==> config.mk <==
export PLATFORM = sky130hd
export DESIGN_NAME = spi_master_mode3_shifter_unit
export DESIGN_NICKNAME = d
export VERILOG_FILES = /design/src/hdl/spi3_pkg.sv /design/src/hdl/spi3_fifo.sv /design/src/hdl/spi3_front.sv /design/src/hdl/spi3_engine.sv /design/src/hdl/spi_master_mode3_shifter_unit.sv
export SDC_FILE = /design/constraint.sdc
export NUM_CORES = 1
export LEC_CHECK = 0
export BUFFER_PORTS_ARGS = -buffer_cell sky130_fd_sc_hd__clkbuf_2
export CORE_MARGIN = 5
export CORE_UTILIZATION = 60
export CTS_BUF_LIST = sky130_fd_sc_hd__clkbuf_16
export DETAILED_ROUTE_END_ITERATION = 10
export PLACE_DENSITY = 0.83
export SLEW_MARGIN = 20
export SYNTH_ARGS = -nofsm -noshare
export SYNTH_HDL_FRONTEND = slang
export SYNTH_SLANG_ARGS = --single-unit
==> constraint.sdc <==
create_clock -name clk -period 3.8 [get_ports clk]
set_input_delay 0.57 -clock clk [delete_from_list [all_inputs] [get_ports clk]]
set_output_delay 0.57 -clock clk [all_outputs]
set_load 0.02 [all_outputs]
==> src/hdl/spi3_pkg.sv <==
`timescale 1ns / 1ps
`default_nettype none

package spi3_pkg;

	localparam int WORD_BITS = 8;
	localparam int BIT_CNT_W = $clog2(WORD_BITS);
	localparam int TICK_W    = 8;

	localparam logic [TICK_W-1:0] HALF_PERIOD_RESET = 8'd4;

	// command codes
	localparam logic CMD_TICK = 1'b0;
	localparam logic CMD_LOAD = 1'b1;

	// direction codes; the fourth code behaves as full duplex
	localparam logic [1:0] DIR_TX   = 2'd0;
	localparam logic [1:0] DIR_RX   = 2'd1;
	localparam logic [1:0] DIR_FULL = 2'd2;

	typedef enum logic [1:0] {
		ST_IDLE,
		ST_LOW,
		ST_HIGH
	} eng_state_t;

	// classified item, front to back
	typedef struct packed {
		logic                 is_load;
		logic [WORD_BITS-1:0] tx_byte;
		logic                 sends;
		logic                 receives;
		logic                 last;
		logic                 miso;
	} op_t;

	// one result beat
	typedef struct packed {
		logic                 sclk;
		logic                 mosi;
		logic                 cs_n;
		logic [WORD_BITS-1:0] rx_byte;
		logic                 rx_done;
		logic                 busy;
		logic                 refused;
	} result_t;

endpackage

`default_nettype wire

==> src/hdl/spi3_fifo.sv <==
`timescale 1ns / 1ps
`default_nettype none

module spi3_fifo #(
	parameter int WIDTH = 8,
	parameter int DEPTH = 2
) (
	input  wire logic             clk,
	input  wire logic             arst_n,
	input  wire logic             wr_en,
	input  wire logic [WIDTH-1:0] wr_data,
	output logic                  full,
	input  wire logic             rd_en,
	output logic      [WIDTH-1:0] rd_data,
	output logic                  empty
);

	localparam int PTR_W = (DEPTH > 1) ? $clog2(DEPTH) : 1;
	localparam int CNT_W = $clog2(DEPTH + 1);

	logic [WIDTH-1:0] mem_q [DEPTH];
	logic [PTR_W-1:0] wr_ptr_q;
	logic [PTR_W-1:0] rd_ptr_q;
	logic [CNT_W-1:0] cnt_q;

	function automatic logic [PTR_W-1:0] bump(input logic [PTR_W-1:0] p);
		return (p == PTR_W'(DEPTH - 1)) ? '0 : p + PTR_W'(1);
	endfunction

	always_ff @(posedge clk or negedge arst_n) begin
		if (!arst_n) begin
			wr_ptr_q <= '0;
			rd_ptr_q <= '0;
			cnt_q    <= '0;
		end else begin
			if (wr_en)
				wr_ptr_q <= bump(wr_ptr_q);
			if (rd_en)
				rd_ptr_q <= bump(rd_ptr_q);
			cnt_q <= cnt_q + CNT_W'(wr_en) - CNT_W'(rd_en);
		end
	end

	always_ff @(posedge clk) begin
		if (wr_en)
			mem_q[wr_ptr_q] <= wr_data;
	end

	assign rd_data = mem_q[rd_ptr_q];
	assign full    = (cnt_q == CNT_W'(DEPTH));
	assign empty   = (cnt_q == '0);

endmodule

`default_nettype wire

==> src/hdl/spi3_front.sv <==
`timescale 1ns / 1ps
`default_nettype none

module spi3_front
	import spi3_pkg::*;
#(
	parameter int DEPTH = 4
) (
	input  wire logic                 clk,
	input  wire logic                 arst_n,
	input  wire logic                 push,
	output logic                      full,
	input  wire logic                 command,
	input  wire logic [WORD_BITS-1:0] tx_byte,
	input  wire logic [1:0]           direction,
	input  wire logic                 last_byte,
	input  wire logic                 miso_level,
	output op_t                       op,
	output logic                      op_valid,
	input  wire logic                 op_take
);

	op_t                 op_in;
	logic                wr_en;
	logic                op_empty;
	logic [$bits(op_t)-1:0] op_bits;

	// decode direction into send / receive flags
	always_comb begin
		op_in.is_load  = (command == CMD_LOAD);
		op_in.tx_byte  = tx_byte;
		op_in.sends    = (direction != DIR_RX);
		op_in.receives = (direction != DIR_TX);
		op_in.last     = last_byte;
		op_in.miso     = miso_level;
	end

	assign wr_en = push && !full;

	spi3_fifo #(
		.WIDTH ($bits(op_t)),
		.DEPTH (DEPTH)
	) u_op_queue (
		.clk     (clk),
		.arst_n  (arst_n),
		.wr_en   (wr_en),
		.wr_data (op_in),
		.full    (full),
		.rd_en   (op_take),
		.rd_data (op_bits),
		.empty   (op_empty)
	);

	assign op       = op_t'(op_bits);
	assign op_valid = !op_empty;

endmodule

`default_nettype wire

==> src/hdl/spi3_engine.sv <==
`timescale 1ns / 1ps
`default_nettype none

module spi3_engine
	import spi3_pkg::*;
#(
	parameter int DEPTH = 2
) (
	input  wire logic              clk,
	input  wire logic              arst_n,
	input  wire logic [TICK_W-1:0] half_period,
	input  wire op_t               op,
	input  wire logic              op_valid,
	output logic                   op_take,
	output result_t                res,
	output logic                   empty,
	input  wire logic              pop
);

	eng_state_t state_q, state_d;

	logic [WORD_BITS-1:0] tx_shift_q, tx_shift_d;
	logic [WORD_BITS-1:0] rx_shift_q, rx_shift_d;
	logic [BIT_CNT_W-1:0] bit_cnt_q, bit_cnt_d;
	logic [TICK_W-1:0]    tick_q, tick_d;
	logic                 sends_q, sends_d;
	logic                 recv_q, recv_d;
	logic                 release_q, release_d;
	logic                 clock_q, clock_d;
	logic                 data_q, data_d;
	logic                 select_q, select_d;

	logic [TICK_W-1:0]    tick_next;
	logic                 tick_wrap;
	logic                 last_bit;
	logic                 is_tick;
	logic                 res_full;
	result_t              res_d;
	logic [WORD_BITS-1:0] rx_new;
	logic [$bits(result_t)-1:0] res_bits;

	// take an item when the result queue has room, or frees one this cycle
	assign op_take   = op_valid && (!res_full || pop);
	assign is_tick   = op_take && !op.is_load;
	assign tick_next = tick_q + TICK_W'(1);
	assign tick_wrap = (tick_next == half_period);
	assign last_bit  = (bit_cnt_q == BIT_CNT_W'(WORD_BITS - 1));
	assign rx_new    = recv_q ? {rx_shift_q[WORD_BITS-2:0], op.miso} : rx_shift_q;

	always_comb begin
		state_d = state_q;
		unique case (state_q)
			ST_IDLE: begin
				if (op_take && op.is_load)
					state_d = ST_LOW;
			end
			ST_LOW: begin
				if (is_tick && tick_wrap)
					state_d = ST_HIGH;
			end
			ST_HIGH: begin
				if (is_tick && tick_wrap)
					state_d = last_bit ? ST_IDLE : ST_LOW;
			end
			default: state_d = ST_IDLE;
		endcase
	end

	always_comb begin
		tx_shift_d = tx_shift_q;
		rx_shift_d = rx_shift_q;
		bit_cnt_d  = bit_cnt_q;
		tick_d     = tick_q;
		sends_d    = sends_q;
		recv_d     = recv_q;
		release_d  = release_q;
		clock_d    = clock_q;
		data_d     = data_q;
		select_d   = select_q;
		res_d      = '0;

		if (op_take && op.is_load) begin
			if (state_q != ST_IDLE) begin
				res_d.refused = 1'b1;
			end else begin
				// open the byte and drive its first bit
				rx_shift_d = '0;
				bit_cnt_d  = '0;
				tick_d     = '0;
				sends_d    = op.sends;
				recv_d     = op.receives;
				release_d  = op.last;
				select_d   = 1'b0;
				clock_d    = 1'b0;
				if (op.sends)
					data_d = op.tx_byte[WORD_BITS-1];
				tx_shift_d = {op.tx_byte[WORD_BITS-2:0], 1'b0};
			end
		end else if (is_tick && state_q != ST_IDLE) begin
			if (!tick_wrap) begin
				tick_d = tick_next;
			end else if (state_q == ST_LOW) begin
				clock_d = 1'b1;
				tick_d  = '0;
			end else begin
				// sample side of the bit
				rx_shift_d = rx_new;
				tick_d     = '0;
				if (last_bit) begin
					bit_cnt_d     = '0;
					res_d.rx_done = recv_q;
					if (recv_q)
						res_d.rx_byte = rx_new;
					if (release_q)
						select_d = 1'b1;
				end else begin
					bit_cnt_d = bit_cnt_q + BIT_CNT_W'(1);
					clock_d   = 1'b0;
					if (sends_q)
						data_d = tx_shift_q[WORD_BITS-1];
					tx_shift_d = {tx_shift_q[WORD_BITS-2:0], 1'b0};
				end
			end
		end

		res_d.sclk = clock_d;
		res_d.mosi = data_d;
		res_d.cs_n = select_d;
		res_d.busy = (state_d != ST_IDLE);
	end

	always_ff @(posedge clk or negedge arst_n) begin
		if (!arst_n) begin
			state_q    <= ST_IDLE;
			tx_shift_q <= '0;
			rx_shift_q <= '0;
			bit_cnt_q  <= '0;
			tick_q     <= '0;
			sends_q    <= 1'b1;
			recv_q     <= 1'b0;
			release_q  <= 1'b0;
			clock_q    <= 1'b1;
			data_q     <= 1'b1;
			select_q   <= 1'b1;
		end else if (op_take) begin
			state_q    <= state_d;
			tx_shift_q <= tx_shift_d;
			rx_shift_q <= rx_shift_d;
			bit_cnt_q  <= bit_cnt_d;
			tick_q     <= tick_d;
			sends_q    <= sends_d;
			recv_q     <= recv_d;
			release_q  <= release_d;
			clock_q    <= clock_d;
			data_q     <= data_d;
			select_q   <= select_d;
		end
	end

	spi3_fifo #(
		.WIDTH ($bits(result_t)),
		.DEPTH (DEPTH)
	) u_res_queue (
		.clk     (clk),
		.arst_n  (arst_n),
		.wr_en   (op_take),
		.wr_data (res_d),
		.full    (res_full),
		.rd_en   (pop && !empty),
		.rd_data (res_bits),
		.empty   (empty)
	);

	assign res = result_t'(res_bits);

	a_clock_tracks_phase: assert property (@(posedge clk) disable iff (!arst_n)
		clock_q == (state_q != ST_LOW))
		else $error("serial clock level disagrees with bit phase");

	a_idle_counters_clear: assert property (@(posedge clk) disable iff (!arst_n)
		(state_q == ST_IDLE) |-> (tick_q == '0 && bit_cnt_q == '0))
		else $error("divider or bit counter left dirty after byte");

	a_refuse_only_busy: assert property (@(posedge clk) disable iff (!arst_n)
		(op_take && res_d.refused) |-> (state_q != ST_IDLE && res_d.busy))
		else $error("load refused while engine idle");

	a_done_ends_byte: assert property (@(posedge clk) disable iff (!arst_n)
		(op_take && res_d.rx_done) |=> (state_q == ST_IDLE && clock_q))
		else $error("receive completion without end of byte");

endmodule

`default_nettype wire

==> src/hdl/spi_master_mode3_shifter_unit.sv <==
`timescale 1ns / 1ps
`default_nettype none

// SPI master, mode 3 (clock idles high), MSB first, 8-bit words. Each input
// beat is either a tick (one unit of the bit-rate divider passes) or a load
// that starts one byte as transmit, receive or full duplex; chip select drops
// on the first load of a frame and rises after a byte flagged last_byte. Every
// accepted beat yields exactly one result beat carrying the line levels after
// that beat, the received byte when a receiving byte finishes, busy_res and
// load_refused (a load that hits a busy shifter). The block takes one beat
// per clock: the shifter steps once per cycle, so the sustained rate is one
// item per cycle as long as results are popped. A pushed beat is first
// registered in the command queue, and its result is then registered in
// the result queue. full rises only when IN_DEPTH beats are waiting;
// the shifter halts when OUT_DEPTH results sit unpopped. half_period is set
// through the cfg channel (always ready, reset value 4) and must be written
// only while no beats are in flight; a value of 0 gives 256-tick phases.
module spi_master_mode3_shifter_unit
	import spi3_pkg::*;
#(
	parameter int IN_DEPTH  = 4,
	parameter int OUT_DEPTH = 2
) (
	input  wire logic                 clk,
	input  wire logic                 arst_n,
	// command side
	input  wire logic                 push,
	output logic                      full,
	input  wire logic                 command,
	input  wire logic [WORD_BITS-1:0] tx_byte,
	input  wire logic [1:0]           direction,
	input  wire logic                 last_byte,
	input  wire logic                 miso_level,
	// configuration
	input  wire logic                 cfg_valid,
	output logic                      cfg_ready,
	input  wire logic [TICK_W-1:0]    cfg_data,
	// result side
	output logic                      empty,
	input  wire logic                 pop,
	output logic                      sclk,
	output logic                      mosi,
	output logic                      cs_n,
	output logic [WORD_BITS-1:0]      rx_byte,
	output logic                      rx_done,
	output logic                      busy_res,
	output logic                      load_refused
);

	logic [TICK_W-1:0] half_period_q;
	op_t               op;
	logic              op_valid;
	logic              op_take;
	result_t           res;

	// the divider setting is a plain register, written any time a beat lands
	assign cfg_ready = 1'b1;

	always_ff @(posedge clk or negedge arst_n) begin
		if (!arst_n) begin
			half_period_q <= HALF_PERIOD_RESET;
		end else if (cfg_valid && cfg_ready) begin
			half_period_q <= cfg_data;
		end
	end

	// front: decode and queue command beats
	spi3_front #(
		.DEPTH (IN_DEPTH)
	) u_front (
		.clk        (clk),
		.arst_n     (arst_n),
		.push       (push),
		.full       (full),
		.command    (command),
		.tx_byte    (tx_byte),
		.direction  (direction),
		.last_byte  (last_byte),
		.miso_level (miso_level),
		.op         (op),
		.op_valid   (op_valid),
		.op_take    (op_take)
	);

	// back: bit engine plus result queue
	spi3_engine #(
		.DEPTH (OUT_DEPTH)
	) u_engine (
		.clk         (clk),
		.arst_n      (arst_n),
		.half_period (half_period_q),
		.op          (op),
		.op_valid    (op_valid),
		.op_take     (op_take),
		.res         (res),
		.empty       (empty),
		.pop         (pop)
	);

	assign sclk         = res.sclk;
	assign mosi         = res.mosi;
	assign cs_n         = res.cs_n;
	assign rx_byte      = res.rx_byte;
	assign rx_done      = res.rx_done;
	assign busy_res     = res.busy;
	assign load_refused = res.refused;

endmodule

`default_nettype wire
* Word level (Yosys, flattened, before mapping)
Memories as Yosys holds them, arrays and structs flattened.
Cells that the tools add are included.
** Word-level totals
- Flip-flop bits (word level) :: 54
- Latch bits :: 0
- Bits in writable memories :: 80
- Bits in read-only memories :: 0
- Bits of input ports :: 26
- Word-level logic and storage cells :: 131
- Memories kept :: 2
** Memories
- u_front.u_op_queue.mem_q :: depth 4, bits a word 13, rd ports 1, clocked after Yosys merged registers in 0, wr ports 1, RTL line spi3_fifo.sv:21 : logic [WIDTH-1:0] mem_q [DEPTH];
- u_engine.u_res_queue.mem_q :: depth 2, bits a word 14, rd ports 1, clocked after Yosys merged registers in 0, wr ports 1, RTL line spi3_fifo.sv:21
** Cells by class
- $add $sub $neg :: 10
- Multiply operators :: 0
- Div/mod/pow operators :: 0
- Order comparisons :: 0
- Equal/unequal tests :: 12
- Shift operators :: 0
- Multiplexer cells :: 63
- Bitwise operators :: 1
- Reduce and logical (&&, ||, !) cells :: 25
** Operators by type and width (count)
- $mux 8 :: 16
- $mux 9 :: 5
- $mux 1 :: 30
- $mux 3 :: 6
- $mux 2 :: 5
- $reduce_bool 2->1 :: 5
- $add 8x1->8 const B :: 1
- $eq 2x2->1 const B :: 4
- $eq 8x8->1 :: 1
- $logic_and 1x1->1 :: 7
- $eq 3x3->1 const B :: 2
- $pmux 2 s3 :: 1
- $reduce_and 3->1 :: 2
- $reduce_and 6->1 :: 1
- $logic_not 1->1 :: 5
- $reduce_and 5->1 :: 1
- $add 2x1->2 const B :: 2
- $logic_not 2->1 :: 2
- $ne 2x1->1 const B :: 2
- $ne 2x2->1 const B :: 2
- $add 3x1->3 :: 1
- $add 3x1->3 const B :: 1
- $logic_not 3->1 :: 1
- $sub 3x1->3 :: 1
- other kinds (6) :: 7

* Longest topological paths before layout
- Depth in word-level cells :: 9
- Gate-level depth with buffers :: 10
- Mapped depth without buffers :: 9

* Modules after synthesis
A second synthesis with hierarchy kept.
** Unflattened totals
- Cell total of the unflattened synthesis :: 413
- Area total of the unflattened synthesis :: 6059.6 um^2
** By module, submodules not included
- spi3_fifo (u_front.u_op_queue) :: instances 1, cells an instance 104, area each 2317.2 um^2, sequential area each 1736.7 um^2
- spi3_engine :: instances 1, cells an instance 227, area each 2115.8 um^2, sequential area each 830.8 um^2
- spi3_fifo (u_engine.u_res_queue) :: instances 1, cells an instance 59, area each 1260.0 um^2, sequential area each 940.9 um^2
- spi_master_mode3_shifter_unit :: instances 1, cells an instance 19, area each 344.1 um^2, sequential area each 201.4 um^2
- spi3_front :: instances 1, cells an instance 4, area each 22.5 um^2, sequential area each 0.0 um^2

* Worst setup path before layout
OpenSTA, ideal clock, no wires.
- Path type :: register -> register
- From :: register u_engine.tick_q[0]
- To :: memory u_engine.u_res_queue.mem_q[0][12] (netlist name) (data pin)
- Data arrival time :: 2.547 ns
- Data required time :: 3.536 ns
- Slack :: 0.989 ns
- Stages on the path, launching flop included :: 9
- Path buffers :: 1
- Period minus slack after synthesis :: 2.811 ns
- Cell sequence :: dfrtp_1 -> ha_1 -> xor2_1 -> a211oi_1 -> o211ai_1 -> or4_4 -> buf_6 -> or3_4 -> o311a_1
** Between the ends
- Longest elaborated chain between the ends :: 5
** RTL lines
- start: declaration :: RTL line spi3_engine.sv:25 : logic [TICK_W-1:0] tick_q, tick_d;
- start signal: assignment :: RTL line spi3_engine.sv:150 : tick_q <= tick_d;
- $add 8x1->8 :: RTL line spi3_engine.sv:45 : assign tick_next = tick_q + TICK_W'(1);
- $eq 8x8->1 :: RTL line spi3_engine.sv:46 : assign tick_wrap = (tick_next == half_period);
- $mux 1 :: RTL line spi3_engine.sv:100 : if (!tick_wrap) begin
- $mux 1 :: RTL line spi3_engine.sv:99 : end else if (is_tick && state_q != ST_IDLE) begin
- $mux 1 :: RTL line spi3_engine.sv:82 : if (op_take && op.is_load) begin
- via u_engine.data_d :: RTL line spi3_engine.sv:30 : logic data_q, data_d;
- end: declaration :: RTL line spi3_fifo.sv:21
The timed path passes the listed nets, and every way through them passes these cells.

* Worst setup path in the final report
- From :: register u_engine.tick_q[0]
- To :: memory u_engine.u_res_queue.mem_q[1][12] (netlist name) (data pin)
The elaborated chain is that of the path after synthesis.

==> impl_metrics.py <==
metrics = {
    "pwr": {
        "clockPowerShare_pct": 31.1,
        "leakage_nw": 2.683,
        "power_frac_seq_pct": 40.2,
        "power.switching_mw": 1.751,
        "ir_drop_uv": 379.3,
        "powerDensity_mw_per_mm2": 813.7,
        "p_int_mw": 3.761,
        "swShare_pct": 31.77,
        "combinationalPowerShare_pct": 28.6,
    },
    "floorplanning": {
        "core_area_mm2": 0.009594,
        "row_count": 36,
        "die_area_mm2": 0.01175,
        "pin_count": 43,
        "start_util_pct": 60.58,
        "die_height_um": 108.4,
        "die_x_um": 108.4,
    },
    "timing": {
        "setup_viol": 0,
        "slew_viol_final": 0,
        "fin_crit_sh_pct": 78.39,
        "period_minus_slack_ps": 2979,
        "tightest_slew_ps": 714.8,
        "maxSlewHeadroom_pct": 52.35,
        "clock.fmax_mhz": 335.7,
        "hold_viol": 0,
        "finClkSkew_ps": 9.308,
        "setup-tns-final_ps": 0,
        "rsz0062_at_grt": "no",
    },
    "logic_synthesis": {
        "syn_nets": 454,
        "postSynthCellCount": 415,
        "synth_area_leaders": "edfxtp_1 41%, dfrtp_1 20%, mux4_2 5.0%",
        "ys_types": 56,
        "yosysTopAreaCellShare_pct": 41.33,
        "yosys.area.top_type": "edfxtp_1",
        "ys_warn_count": 0,
        "netlist_area_mm2": 0.005812,
        "synth.avg_cell_area_um2": 14.00,
        "yosysSeqAreaShare_pct": 63.83,
        "async_reset_ff_share_pct": 39.39,
        "ys_seq_elements": 132,
        "synth_flop_cell": "edfxtp_1",
        "synth_edf_count": 80,
    },
    "routing": {
        "wl_mm": 10.88,
        "drtIter0Drc": 184,
        "drc_errors": 0,
        "drtAntennaViolNets": 0,
        "avgRoutedWirePerCell_um": 17.95,
        "vias": 3542,
        "first_pass_iters": 5,
        "viasPerCell": 5.845,
    },
    "worst_setup_path": {
        "setup.worst_path.start": "u_engine.tick_q[0]$_DFFE_PN0P_",
        "timing.rr.start": "u_engine.tick_q[0]$_DFFE_PN0P_",
        "cp-end-kind": "flop",
        "cp_cell_sequence": "ha_1 -> xor2_1 -> a211oi_1 -> o211ai_1 -> or4_4 -> or3_4 -> o311a_1",
        "crit_type": "reg -> reg",
        "path_delay_family": "simple AND/OR/NAND/NOR gates",
        "critPathArrivalTime_ps": 3130,
        "crit_path_max_incr_delay_ps": 640,
        "path_buf_inv": 0,
        "slowest_stage": "or4_4",
        "startpoint_type": "flop",
        "cp_data_required_time_ps": 3950,
        "cp_max_fo": 10,
    },
    "cells_and_area": {
        "post-route-util_pct": 70.61,
        "n_fill_cell": 631,
        "drive_above_1_share_pct": 26.64,
        "final_cells": 606,
        "nets": 499,
        "antenna_cells": 0,
        "design_area_mm2": 0.006774,
        "area_growth_pct": 16.56,
    },
    "cts": {
        "cts_hold_buffers": 0,
        "cts_resized": 0,
        "clk-insertion-delay-late_ps": 410,
        "cts_buffers": 17,
        "htree_levels": 4,
        "cts.root.buffer_cell": "clkbuf_16",
        "cts_buffer_depth": 2,
        "cts_tree": "built",
        "cts_setup_buffers": 0,
        "cts.sinks": 132,
        "path_clk_slew_ps": 60,
    },
    "placed_design": {
        "dpl.cell_count": 574,
        "placed_area_mm2": 0.006143,
        "dp_hpwl_mm": 7.047,
        "io_buffers": 41,
        "routabilityCongestion": 0.8508,
    },
    "global_routing": {
        "grt-ovfl-total": 0,
        "first_global_vias": 3628,
        "grt_max_degree": 29,
        "antenna_found_initial": 0,
        "track_usage_pct": 19.79,
        "grt_pass1_wl_mm": 17.68,
    },
    "status": {
        "status": "completed",
    },
    "worst_hold_path": {
        "min_path_type": "in -> async",
    },
    "run": {
        "drv_cap": 0,
    },
}
synth_stat cells, drive strengths merged (2+ instances only):
cell / number
o311a: 2
xor2: 4
o21ai: 8
xnor2: 10
a31oi: 2
inv: 16
a221o: 2
and3: 7
nor4b: 2
dfstp: 5
buf: 5
ha: 12
nand2: 35
o211ai: 4
a311oi: 2
a221oi: 4
nor3: 7
mux2i: 7
a32o: 3
nand2b: 6
and2: 12
a21oi: 3
a21o: 5
dfrtp: 47
mux4: 13
a211oi: 6
or3: 6
nor2: 24
nor4: 4
nand3: 9
clkbuf: 17
nor2b: 5
mux2: 22
nor3b: 2
o221ai: 2
edfxtp: 80
final timing paths:
| path | end | slack (ps) | cells after the start |
|---|---|---|---|
| worst max register to register | u_engine.u_res_queue.mem_q[1][12]$_DFFE_PP_ | 820 | 7 |
| max in group asynchronous | u_engine.data_q$_DFFE_PN1N_ | 2780 | 2 |
| worst min-delay path | half_period_q[3]$_DFFE_PN0P_ | 170 | 1 |
| min in group clk | u_front.u_op_queue.mem_q[1][11]$_DFFE_PP_ | 380 | 1 |
| worst min register to register | u_engine.u_res_queue.cnt_q[1]$_DFF_PN0_ | 500 | 1 |
| worst max-delay path | u_engine.u_res_queue.mem_q[1][12]$_DFFE_PP_ | 820 | 7 |
worst register-to-register path, delay by kind of cell, from the launching register on:
| family | cells | cell delay, ps |
|---|---|---|
| compound gates | 3 | 730 |
| xor+xnor | 1 | 150 |
| fa+ha+maj | 1 | 350 |
| flops | 1 | 440 |
| simple gates | 2 | 1050 |
through the flow:
step	worst slack [ps]	hold WS, ps	power [mW]
floorplan	988.6	274.4	3.357
global placement	926.7	477.2	3.739
detailed placement	857.7	491.5	3.824
CTS	834.7	186.5	5.555
global route	757.8	218.3	5.792
finish	821.3	167.5	5.512
power groups by stage:
stage | combinational, mW | clock, mW | sequential, mW
2_1_floorplan | 1.22 | 0 | 2.14
3_3_place_gp | 1.53 | 0 | 2.21
3_5_place_dp | 1.58 | 0 | 2.24
4_1_cts | 1.61 | 1.73 | 2.22
5_1_grt | 1.73 | 1.80 | 2.26
6_report | 1.58 | 1.71 | 2.22
registers in the layout, summed over array words and instances (netlist names), 2 cells and up:
name                         flops
u_engine.u_res_queue.mem_q      28
half_period_q                    8
u_front.u_op_queue.cnt_q         3
u_front.u_op_queue.mem_q        52
u_engine.state_q                 2
u_front.u_op_queue.wr_ptr_q      2
u_engine.rx_shift_q              7
u_engine.bit_cnt_q               3
u_engine.u_res_queue.cnt_q       2
u_engine.tick_q                  8
u_front.u_op_queue.rd_ptr_q      2
u_engine.tx_shift_q              7
cell families after synthesis:
kind of cell    after synthesis  share of synthesized area [%]
compound gates               50                          6.502
xor+xnor                     15                          2.519
fa+ha+maj                    13                          2.928
buf+inv                      38                          2.734
flops                       132                          63.83
mux                          42                          10.51
other cells                   1                        0.06452
simple gates                124                          10.92
area by class of cell:
type	count	area, um2	share of cell area (%)
Clock buffer	17	425.4	6.280
Clock inverter	15	205.2	3.029
Inverter	16	60.06	0.8866
Multi-Input combinational cell	245	1949	28.78
Sequential cell	132	3710	54.77
Tap cell	133	166.4	2.457
Timing Repair Buffer	48	257.7	3.805
placed cells by master, fill, tap and decap left out, types with 12 or more instances in the layout:
| master | Yosys | final |
|---|---|---|
| edfxtp_1 | 80 | 80 |
| clkbuf_16 | 0 | 17 |
| mux2_2 | 22 | 22 |
| dfrtp_1 | 47 | 47 |
| nor2_1 | 24 | 24 |
| nand2_1 | 35 | 35 |
| mux4_2 | 13 | 13 |
| and2_1 | 12 | 12 |
| ha_1 | 12 | 12 |
| clkbuf_2 | 1 | 41 |
| inv_1 | 16 | 17 |
metal layers:
layer	GRT usage [%]	up-vias	routed length (um)	share of wire, %
li1	-	1627	-	-
met4	7.845	0	242	2.2
met3	5.075	19	615	5.7
met1	25.48	1776	4569	42
met5	0	-	0	0
met2	32.35	120	5449	50
No activity file was read; power rests on OpenSTA's default activity.
